`config.mk`:
```
export PLATFORM = sky130hd
export DESIGN_NAME = per_channel_pri_averager
export DESIGN_NICKNAME = d
export VERILOG_FILES = /design/src/sv/pca_pkg.sv /design/src/sv/pca_div.sv /design/src/sv/pca_dp.sv /design/src/sv/pca_ctrl.sv /design/src/sv/per_channel_pri_averager.sv
export SDC_FILE = /design/constraint.sdc
export NUM_CORES = 2
export LEC_CHECK = 0
export BUFFER_PORTS_ARGS = -buffer_cell sky130_fd_sc_hd__buf_2
export CAP_MARGIN = 40
export CORE_ASPECT_RATIO = 1.2
export CORE_MARGIN = 8
export CORE_UTILIZATION = 50
export CTS_CLUSTER_SIZE = 16
export DETAILED_ROUTE_END_ITERATION = 12
export PLACE_DENSITY = 0.64
export SYNTH_ARGS = -nofsm -noshare
export SYNTH_HDL_FRONTEND = slang
export SYNTH_SLANG_ARGS = --single-unit
export TNS_END_PERCENT = 10
```
`constraint.sdc`:
```
create_clock -name clk -period 8.6 [get_ports clk]
set_input_delay 0.43 -clock clk [delete_from_list [all_inputs] [get_ports clk]]
set_output_delay 0.43 -clock clk [all_outputs]
set_load 0.1 [all_outputs]
```
`src/sv/pca_pkg.sv`:
```
// Package for the per-channel pulse interval averager.
// Holds field widths, register codes and the command and status types shared
// by the controller, the datapath and the top level. Depends on nothing.
`default_nettype none

package pca_pkg;

	localparam int CH_IN_W   = 6;
	localparam int TIME_W    = 32;
	localparam int SUM_W     = 23;
	localparam int CNT_W     = 7;
	localparam int LIMIT_W   = 16;
	localparam int FRAC_W    = 8;
	localparam int MEAN_W    = 24;
	localparam int DIVD_W    = SUM_W + FRAC_W;
	localparam int DATA_W    = 32;
	localparam int ADDR_W    = 3;

	localparam logic [LIMIT_W-1:0] DIFF_LIMIT_RST = 16'd20000;
	localparam logic [CNT_W-1:0]   BATCH_SIZE_RST = 7'd100;

	localparam logic REG_DIFF_LIMIT = 1'b0;
	localparam logic REG_BATCH_SIZE = 1'b1;

	typedef enum logic [1:0] {
		WR_NONE,
		WR_START,
		WR_ADD,
		WR_CLEAR
	} wr_kind_t;

	typedef struct packed {
		logic [CNT_W-1:0]  pulse_count;
		logic [TIME_W-1:0] prev_arrival;
		logic [SUM_W-1:0]  interval_sum;
		logic [CNT_W-1:0]  valid_count;
	} entry_t;

	typedef struct packed {
		logic     capture;
		wr_kind_t wr_kind;
		logic     div_start;
		logic     out_load;
	} cmd_t;

	typedef struct packed {
		logic ch_ok;
		logic n_zero;
		logic n_full;
		logic div_busy;
		logic out_free;
	} sts_t;

endpackage

`default_nettype wire

```
`src/sv/pca_div.sv`:
```
// Restoring radix-2 divider producing one quotient bit per cycle.
// Divides the scaled interval sum by the valid-difference count.
// Depends on pca_pkg for the operand widths.
`default_nettype none

module pca_div (
	input  wire logic                       clk,
	input  wire logic                       arst_n,
	input  wire logic                       start,
	input  wire logic [pca_pkg::DIVD_W-1:0] dividend,
	input  wire logic [pca_pkg::CNT_W-1:0]  divisor,
	output logic                            busy,
	output logic [pca_pkg::DIVD_W-1:0]      quotient
);
	import pca_pkg::*;

	localparam int STEP_W = $clog2(DIVD_W + 1);

	logic [CNT_W-1:0]  rem_q;
	logic [CNT_W-1:0]  dvs_q;
	logic [DIVD_W-1:0] quo_q;
	logic [STEP_W-1:0] step_q;
	logic              busy_q;
	logic [CNT_W:0]    shifted;
	logic [CNT_W:0]    trial;
	logic              take;

	always_comb begin
		shifted = {rem_q, quo_q[DIVD_W-1]};
		trial   = shifted - {1'b0, dvs_q};
		take    = shifted >= {1'b0, dvs_q};
	end

	always_ff @(posedge clk or negedge arst_n) begin
		if (!arst_n) begin
			busy_q <= 1'b0;
			step_q <= '0;
		end else if (start) begin
			busy_q <= 1'b1;
			step_q <= STEP_W'(DIVD_W);
		end else if (busy_q) begin
			step_q <= step_q - 1'b1;
			if (step_q == STEP_W'(1)) begin
				busy_q <= 1'b0;
			end
		end
	end

	always_ff @(posedge clk) begin
		if (start) begin
			rem_q <= '0;
			dvs_q <= divisor;
			quo_q <= dividend;
		end else if (busy_q) begin
			rem_q <= take ? trial[CNT_W-1:0] : shifted[CNT_W-1:0];
			quo_q <= {quo_q[DIVD_W-2:0], take};
		end
	end

	assign busy     = busy_q;
	assign quotient = quo_q;

endmodule

`default_nettype wire

```
`src/sv/pca_dp.sv`:
```
// Datapath: per-channel state memory with valid bits, difference check,
// running sum update, divider and the result register.
// Depends on pca_pkg and pca_div.
`default_nettype none

module pca_dp #(
	parameter int CHANNELS = 33
) (
	input  wire logic                        clk,
	input  wire logic                        arst_n,
	input  wire pca_pkg::cmd_t               cmd,
	output pca_pkg::sts_t                    sts,
	input  wire logic [pca_pkg::CH_IN_W-1:0] in_channel,
	input  wire logic [pca_pkg::TIME_W-1:0]  in_time,
	input  wire logic [pca_pkg::LIMIT_W-1:0] diff_limit,
	input  wire logic [pca_pkg::CNT_W-1:0]   batch_size,
	input  wire logic                        m_ready,
	output logic                             m_valid,
	output logic [pca_pkg::CH_IN_W-1:0]      m_channel,
	output logic [pca_pkg::TIME_W-1:0]       m_last,
	output logic [pca_pkg::MEAN_W-1:0]       m_mean,
	output logic                             m_none
);
	import pca_pkg::*;

	localparam int CH_W = (CHANNELS > 1) ? $clog2(CHANNELS) : 1;

	entry_t              mem [CHANNELS];
	logic [CHANNELS-1:0] valid_q;

	logic [CH_IN_W-1:0] ch_q;
	logic [TIME_W-1:0]  t_q;
	entry_t             rd_q;
	logic               rdv_q;

	logic [CH_IN_W-1:0] hold_ch_q;
	logic [TIME_W-1:0]  hold_last_q;
	logic               hold_none_q;

	logic               m_valid_q;
	logic [CH_IN_W-1:0] m_channel_q;
	logic [TIME_W-1:0]  m_last_q;
	logic [MEAN_W-1:0]  m_mean_q;
	logic               m_none_q;

	logic [CH_W-1:0]   rd_idx;
	logic [CH_W-1:0]   wr_idx;
	logic [CNT_W-1:0]  n;
	logic [TIME_W:0]   diff;
	logic              diff_good;
	entry_t            wdata;
	logic              wr_en;
	logic              div_busy;
	logic [DIVD_W-1:0] quotient;

	always_comb begin
		rd_idx    = CH_W'(in_channel);
		wr_idx    = CH_W'(ch_q);
		n         = rdv_q ? rd_q.pulse_count : '0;
		diff      = {1'b0, t_q} - {1'b0, rd_q.prev_arrival};
		diff_good = !diff[TIME_W] && (diff[TIME_W-1:0] != '0)
			&& (diff[TIME_W-1:0] < {{(TIME_W-LIMIT_W){1'b0}}, diff_limit});
		wdata     = rd_q;
		wr_en     = 1'b0;
		case (cmd.wr_kind)
			WR_START: begin
				wr_en              = 1'b1;
				wdata.pulse_count  = CNT_W'(1);
				wdata.prev_arrival = t_q;
				wdata.interval_sum = '0;
				wdata.valid_count  = '0;
			end
			WR_ADD: begin
				wr_en              = 1'b1;
				wdata.pulse_count  = n + 1'b1;
				wdata.prev_arrival = t_q;
				if (diff_good) begin
					wdata.interval_sum = rd_q.interval_sum + diff[SUM_W-1:0];
					wdata.valid_count  = rd_q.valid_count + 1'b1;
				end
			end
			default: begin
				wr_en = 1'b0;
			end
		endcase
	end

	always_ff @(posedge clk) begin
		if (cmd.capture) begin
			ch_q <= in_channel;
			t_q  <= in_time;
			rd_q <= mem[rd_idx];
		end
		if (wr_en) begin
			mem[wr_idx] <= wdata;
		end
	end

	always_ff @(posedge clk or negedge arst_n) begin
		if (!arst_n) begin
			valid_q <= '0;
			rdv_q   <= 1'b0;
		end else begin
			if (cmd.capture) begin
				rdv_q <= valid_q[rd_idx];
			end
			if (wr_en) begin
				valid_q[wr_idx] <= 1'b1;
			end else if (cmd.wr_kind == WR_CLEAR) begin
				valid_q[wr_idx] <= 1'b0;
			end
		end
	end

	pca_div u_div (
		.clk      (clk),
		.arst_n   (arst_n),
		.start    (cmd.div_start),
		.dividend ({rd_q.interval_sum, {FRAC_W{1'b0}}}),
		.divisor  (rd_q.valid_count),
		.busy     (div_busy),
		.quotient (quotient)
	);

	always_ff @(posedge clk) begin
		if (cmd.div_start) begin
			hold_ch_q   <= ch_q;
			hold_last_q <= rd_q.prev_arrival;
			hold_none_q <= (rd_q.valid_count == '0);
		end
		if (cmd.out_load) begin
			m_channel_q <= hold_ch_q;
			m_last_q    <= hold_last_q;
			m_mean_q    <= hold_none_q ? '0 : quotient[MEAN_W-1:0];
			m_none_q    <= hold_none_q;
		end
	end

	always_ff @(posedge clk or negedge arst_n) begin
		if (!arst_n) begin
			m_valid_q <= 1'b0;
		end else if (cmd.out_load) begin
			m_valid_q <= 1'b1;
		end else if (m_ready) begin
			m_valid_q <= 1'b0;
		end
	end

	always_comb begin
		sts.ch_ok    = 32'(ch_q) < CHANNELS;
		sts.n_zero   = (n == '0);
		sts.n_full   = (n >= batch_size);
		sts.div_busy = div_busy;
		sts.out_free = !m_valid_q || m_ready;
	end

	assign m_valid   = m_valid_q;
	assign m_channel = m_channel_q;
	assign m_last    = m_last_q;
	assign m_mean    = m_mean_q;
	assign m_none    = m_none_q;

	property p_write_in_range;
		@(posedge clk) disable iff (!arst_n)
		(cmd.wr_kind != WR_NONE) |-> (32'(ch_q) < CHANNELS);
	endproperty
	a_write_in_range: assert property (p_write_in_range)
		else $error("state write to a channel outside the table");

	property p_start_sets_valid;
		@(posedge clk) disable iff (!arst_n)
		(cmd.wr_kind == WR_START) |=> valid_q[$past(wr_idx)];
	endproperty
	a_start_sets_valid: assert property (p_start_sets_valid)
		else $error("batch start did not mark the channel as holding state");

endmodule

`default_nettype wire

```
`src/sv/pca_ctrl.sv`:
```
// Controller state machine: accepts an item, steers the state update and
// sequences the divide and the result load. Depends on pca_pkg.
`default_nettype none

module pca_ctrl (
	input  wire logic          clk,
	input  wire logic          arst_n,
	input  wire logic          in_valid,
	output logic               in_ready,
	input  wire pca_pkg::sts_t sts,
	output pca_pkg::cmd_t      cmd
);
	import pca_pkg::*;

	typedef enum logic [1:0] {
		ST_IDLE,
		ST_EVAL,
		ST_DIV
	} state_t;

	state_t state_q;

	always_comb begin
		cmd      = '0;
		in_ready = 1'b0;
		unique case (state_q)
			ST_IDLE: begin
				in_ready    = 1'b1;
				cmd.capture = in_valid;
			end
			ST_EVAL: begin
				if (sts.ch_ok) begin
					if (sts.n_zero) begin
						cmd.wr_kind = WR_START;
					end else if (!sts.n_full) begin
						cmd.wr_kind = WR_ADD;
					end else begin
						cmd.wr_kind   = WR_CLEAR;
						cmd.div_start = 1'b1;
					end
				end
			end
			ST_DIV: begin
				cmd.out_load = !sts.div_busy && sts.out_free;
			end
			default: begin
				cmd = '0;
			end
		endcase
	end

	always_ff @(posedge clk or negedge arst_n) begin
		if (!arst_n) begin
			state_q <= ST_IDLE;
		end else begin
			unique case (state_q)
				ST_IDLE: begin
					if (in_valid) begin
						state_q <= ST_EVAL;
					end
				end
				ST_EVAL: begin
					if (sts.ch_ok && !sts.n_zero && sts.n_full) begin
						state_q <= ST_DIV;
					end else begin
						state_q <= ST_IDLE;
					end
				end
				ST_DIV: begin
					if (!sts.div_busy && sts.out_free) begin
						state_q <= ST_IDLE;
					end
				end
				default: begin
					state_q <= ST_IDLE;
				end
			endcase
		end
	end

	a_load_after_divide: assert property (@(posedge clk) disable iff (!arst_n)
		cmd.out_load |-> (!sts.div_busy && sts.out_free))
		else $error("result loaded while the divider runs or the register is full");

	a_full_enters_divide: assert property (@(posedge clk) disable iff (!arst_n)
		cmd.div_start |=> (state_q == ST_DIV) && sts.div_busy)
		else $error("divide start not followed by the divide wait");

	a_no_accept_while_busy: assert property (@(posedge clk) disable iff (!arst_n)
		(state_q != ST_IDLE) |-> !cmd.capture)
		else $error("item captured while the previous item is still at work");

endmodule

`default_nettype wire

```
`src/sv/per_channel_pri_averager.sv`:
```
// Top level of the per-channel pulse interval averager: configuration
// registers, stream ports and the controller and datapath instances.
// Depends on pca_pkg, pca_ctrl, pca_dp and pca_div.
//
//   port group   role     fields (lowest bit first)
//   s_*          input    tuser: channel[5:0]; tdata: arrival_time[31:0]
//   m_*          output   tuser: out_channel[5:0], none_valid[6];
//                         tdata: last_arrival[31:0], mean_interval[55:32]
//   p*           config   diff_limit at 0x0, batch_size at 0x4
//
// An item that does not close a batch is accepted with the state memory read,
// then checked and written back. An item that closes a batch then runs the
// one-bit-per-cycle divider and, once it is done, loads the result.
// The result register lets the next item in while a result waits; a further
// result waits in the divide state until the register is taken.
// Reset clears the per-channel valid bits at once; there is no clearing pass.
`default_nettype none

module per_channel_pri_averager #(
	parameter int CHANNELS = 33
) (
	input  wire logic                        clk,
	input  wire logic                        arst_n,
	input  wire logic                        s_tvalid,
	output logic                             s_tready,
	input  wire logic [31:0]                 s_tdata,  // arrival_time[31:0]
	input  wire logic [7:0]                  s_tuser,  // channel[5:0], unused[7:6]
	output logic                             m_tvalid,
	input  wire logic                        m_tready,
	output logic [63:0]                      m_tdata,  // last_arrival, mean_interval, zero
	output logic [7:0]                       m_tuser,  // out_channel, none_valid, zero
	input  wire logic                        psel,
	input  wire logic                        penable,
	input  wire logic                        pwrite,
	input  wire logic [pca_pkg::ADDR_W-1:0]  paddr,
	input  wire logic [pca_pkg::DATA_W-1:0]  pwdata,
	output logic [pca_pkg::DATA_W-1:0]       prdata,
	output logic                             pready
);
	import pca_pkg::*;

	logic [LIMIT_W-1:0] diff_limit_q;
	logic [CNT_W-1:0]   batch_size_q;
	logic               cfg_wr;
	cmd_t               cmd;
	sts_t               sts;
	logic [CH_IN_W-1:0] m_channel;
	logic [TIME_W-1:0]  m_last;
	logic [MEAN_W-1:0]  m_mean;
	logic               m_none;

	assign pready = 1'b1;
	assign cfg_wr = psel && penable && pwrite;

	always_ff @(posedge clk or negedge arst_n) begin
		if (!arst_n) begin
			diff_limit_q <= DIFF_LIMIT_RST;
			batch_size_q <= BATCH_SIZE_RST;
		end else if (cfg_wr) begin
			unique case (paddr[2])
				REG_DIFF_LIMIT: diff_limit_q <= pwdata[LIMIT_W-1:0];
				REG_BATCH_SIZE: batch_size_q <= pwdata[CNT_W-1:0];
				default: begin
					diff_limit_q <= diff_limit_q;
				end
			endcase
		end
	end

	always_comb begin
		unique case (paddr[2])
			REG_DIFF_LIMIT: prdata = {{(DATA_W-LIMIT_W){1'b0}}, diff_limit_q};
			REG_BATCH_SIZE: prdata = {{(DATA_W-CNT_W){1'b0}}, batch_size_q};
			default:        prdata = '0;
		endcase
	end

	pca_ctrl u_ctrl (
		.clk      (clk),
		.arst_n   (arst_n),
		.in_valid (s_tvalid),
		.in_ready (s_tready),
		.sts      (sts),
		.cmd      (cmd)
	);

	pca_dp #(
		.CHANNELS (CHANNELS)
	) u_dp (
		.clk        (clk),
		.arst_n     (arst_n),
		.cmd        (cmd),
		.sts        (sts),
		.in_channel (s_tuser[CH_IN_W-1:0]),
		.in_time    (s_tdata),
		.diff_limit (diff_limit_q),
		.batch_size (batch_size_q),
		.m_ready    (m_tready),
		.m_valid    (m_tvalid),
		.m_channel  (m_channel),
		.m_last     (m_last),
		.m_mean     (m_mean),
		.m_none     (m_none)
	);

	assign m_tdata = {{(64-TIME_W-MEAN_W){1'b0}}, m_mean, m_last};
	assign m_tuser = {{(8-CH_IN_W-1){1'b0}}, m_none, m_channel};

endmodule

`default_nettype wire

```
==> impl_metrics.py <==
metrics = {
    "run_status": {
        "run_status": "finished clean",
    },
    "hold_path": {
        "hp-start": "s_tuser[0]",
        "hold_path.class": "in2reg",
        "hold_path_end": "u_dp.ch_q[0]",
        "min_delay_path_depth": 1,
    },
    "synth": {
        "synth_ff_type": "edfxtp_1",
        "synth_fa_ha_area_frac": 0.0118,
        "syn_inst": 4930,
        "synth_edf_count": 2516,
        "synth_mux_area_frac": 0.164,
        "synthesis.area_um2": 103000,
        "ys_seq_area_frac": 0.753,
        "synth_area_per_cell_um2": 20.9,
        "synthArstFlopShare": 0.0254,
        "yosysWarnings": 0,
        "synthTopCellsByCount": "edfxtp_1 (2516), mux4_2 (700), o21ai_0 (268)",
        "synth_xor_area_frac": 0.00357,
        "synthTopCellsByArea": "edfxtp_1 (73%), mux4_2 (15%), dfrtp_1 (1.4%)",
        "yosysMostFrequentCell": "edfxtp_1",
        "netlist.top_cell.by_area": "edfxtp_1",
        "synth.top_cell.area_share": 0.734,
        "yosys_register_bits": 2597,
        "synth_top_family_by_area": "multiplexers",
        "synth_compound_area_frac": 0.0276,
        "post_synth_num_cell_types": 84,
        "yosys.area_share.simple": 0.0250,
    },
    "clocking": {
        "cts.clk_slew.worst_paths_ps": 60,
        "htreeDepth": 4,
        "post_cts_resized": 0,
        "clockBufferDepth": 3,
        "clkLatencyLatePin_ps": 890,
        "tritoncts": "yes",
        "cts_root_buffer": "clkbuf_16",
        "cts.sinks": 2597,
        "cts_buffers": 237,
    },
    "pwr": {
        "ir_drop_uv": 205,
        "p_leak_nw": 38.0,
        "sw_frac_of_total": 0.227,
        "powerDensity_nw_per_um2": 229,
        "p_int_mw": 20.8,
        "comb_power_share": 0.081,
        "seq_power_share": 0.528,
        "p_sw_mw": 6.09,
        "power_frac_clock": 0.391,
    },
    "critical_path": {
        "reg2reg_to": "u_dp.mem[18][10]",
        "r2r_start": "u_dp.rd_q[30]",
        "critPathArrivalTime_ps": 7150,
        "rr_worst_depth": 18,
        "critical_path_required_ps": 9270,
        "r2r_slack_ps": 2120,
        "startpoint_type": "flip-flop",
        "crit_fanout": 22,
        "crit_path_end_kind": "flip-flop",
        "path_class": "reg2reg",
    },
    "detailed_routing": {
        "first_pass_iters": 8,
        "vias": 51400,
        "drtIter0Drc": 6428,
        "wirelength_um": 264000,
        "avgRoutedWirePerCell_um": 32.3,
        "drc_errors": 0,
        "vias_per_cell": 6.28,
        "ant_nets": 0,
    },
    "global_routing": {
        "grt_antenna_before_repair": 11,
        "grt_max_degree": 118,
        "grt_pass1_vias": 52000,
        "track_usage": 0.236,
        "globalRouteOverflowTotal": 0,
        "grt_first_pass_wirelength_um": 376000,
    },
    "layout": {
        "nets": 5490,
        "nFillCells": 14900,
        "design_area_um2": 117000,
        "register_area_um2": 77500,
        "multi_input_area_um2": 24500,
        "fin_cells": 8188,
        "syn_to_final_growth_pct": 13.7,
        "drive_gt1_frac": 0.275,
    },
    "sta": {
        "worstMarginPinSlew_ps": 957,
        "timing.final.hold_violations": 0,
        "slew_violations": 0,
        "rsz0062_at_grt": "false",
        "setup_tns_ps": 0,
        "finClkSkew_ps": 78.5,
        "hold_ws_ps": 123,
        "period_needed_ps": 6480,
        "setup_ws_ps": 2120,
        "relSlewSlack": 0.362,
        "fmax_mhz": 154,
        "min_period_over_period": 0.754,
        "finalSetupViolCount": 0,
    },
    "floorplan": {
        "die_x_um": 430,
        "rows": 182,
        "ios": 189,
        "initial_core_util": 0.503,
        "coreArea_um2": 205000,
        "die_area_um2": 221000,
        "die_h_um": 513,
    },
    "placed_design": {
        "placed_cells": 7688,
        "io_buffers": 142,
        "gp_congestion": 0.874,
        "hpwlAfterDp_um": 146000,
        "place_area_um2": 109000,
        "preCtsSetupSlack_ps": 2200,
    },
    "run": {
        "drv_cap": 0,
    },
}
==> how the worst max path moves through the flow <==
stage | startpoint | to | slack (ps) | cells after the start
after global placement | u_dp.rd_q[30] | u_dp.mem[0][18] | 1940 | 17
after CTS | u_dp.rd_q[30] | u_dp.mem[18][10] | 2130 | 18
after global routing | u_dp.rd_q[31] | u_dp.mem[17][10] | 1870 | 19
after detailed placement | u_dp.rd_q[30] | u_dp.mem[17][10] | 2200 | 18
final | u_dp.rd_q[30] | u_dp.mem[18][10] | 2120 | 18
after floorplan | u_dp.rdv_q | u_dp.mem[24][0] | 1880 | 16
==> cell families after synthesis <==
family | after synthesis
other cells | 2
simple gates | 535
compound gates | 480
flops | 2597
xor+xnor | 42
mux | 812
buf+inv | 367
fa+ha+maj | 95
==> power by group through the flow <==
| stage | sequential [mW] | combinational (mW) | clock, mW |
|---|---|---|---|
| final | 14.2 | 2.18 | 10.5 |
| after global placement | 14.5 | 2.07 | 0 |
| after detailed placement | 14.5 | 2.16 | 0 |
| after global routing | 14.2 | 2.34 | 11.1 |
| after floorplan | 14.4 | 1.44 | 0 |
| after CTS | 14.2 | 2.19 | 10.7 |
==> flip-flops by register name, summed over array words and instances, names as in the netlist, 2 cells and up, named ones only <==
signal and count:
u_dp.hold_ch_q 6, u_dp.u_div.step_q 5, u_dp.m_channel 6, u_dp.ch_q 6
u_dp.u_div.dvs_q 7, diff_limit_q 16, u_dp.m_last 32, u_dp.mem 2277
batch_size_q 7, u_dp.u_div.rem_q 7, u_dp.rd_q 69, u_dp.m_mean 24
u_ctrl.state_q 2, u_dp.u_div.quotient 31, u_dp.t_q 32, u_dp.hold_last_q 32
==> layout by cell type, fill, tap and decap left out, types with 75 or more instances in the layout <==
| master | instances |
|---|---|
| mux2i_1 | 80 |
| edfxtp_1 | 2516 |
| nor2_1 | 75 |
| o21ai_0 | 231 |
| buf_2 | 136 |
| nand2_1 | 212 |
| mux4_2 | 700 |
| inv_1 | 102 |
| clkbuf_16 | 240 |
| ha_1 | 91 |
| buf_4 | 104 |
==> routing by layer <==
layer	global-route usage	up-vias	part of all wire
li1	-	21100	-
met1	0.332	27700	0.40
met2	0.387	2228	0.49
met3	0.0355	379	0.074
met4	0.0697	0	0.031
met5	0	-	0
==> per-stage QoR <==
step / power (mW) / util
after CTS: 27.0 / 0.572
after global routing: 27.6 / 0.572
final: 26.9 / 0.572
after floorplan: 15.9 / -
after detailed placement: 16.6 / 0.531
after global placement: 16.5 / 0.527
==> critical path, cell delays in order (launching register included) <==
cell and delay [ps]:
edfxtp_1 450, ha_1 270, fa_1 420, nor2b_1 160, o31a_1 290, o22ai_4 170, o211a_1 250, o21ai_0 600
ha_1 380, a21o_1 160, a21oi_1 160, o2111ai_1 140, or4_1 450, a211oi_1 380, and4_1 510, nand3_2 310
buf_4 350, o21ai_2 550, buf_8 250
==> repair_timing <==
item | CTS | global route
endpoints found under the setup margin | 0 | 0
buffers inserted | 0 | 0
hold buffers | 53 | 0
hold endpoints to repair | 125 | 0
==> area by class of cell <==
cell class,instances,area share
sequential,2597,0.662
multi-input combinational,1990,0.209
clock buffer,299,0.0538
timing repair buffer,385,0.0310
tap,2668,0.0285
clock inverter,143,0.0123
inverter,102,0.00327
antenna,4,0.0000855
No activity file was read; power rests on OpenSTA's default activity.
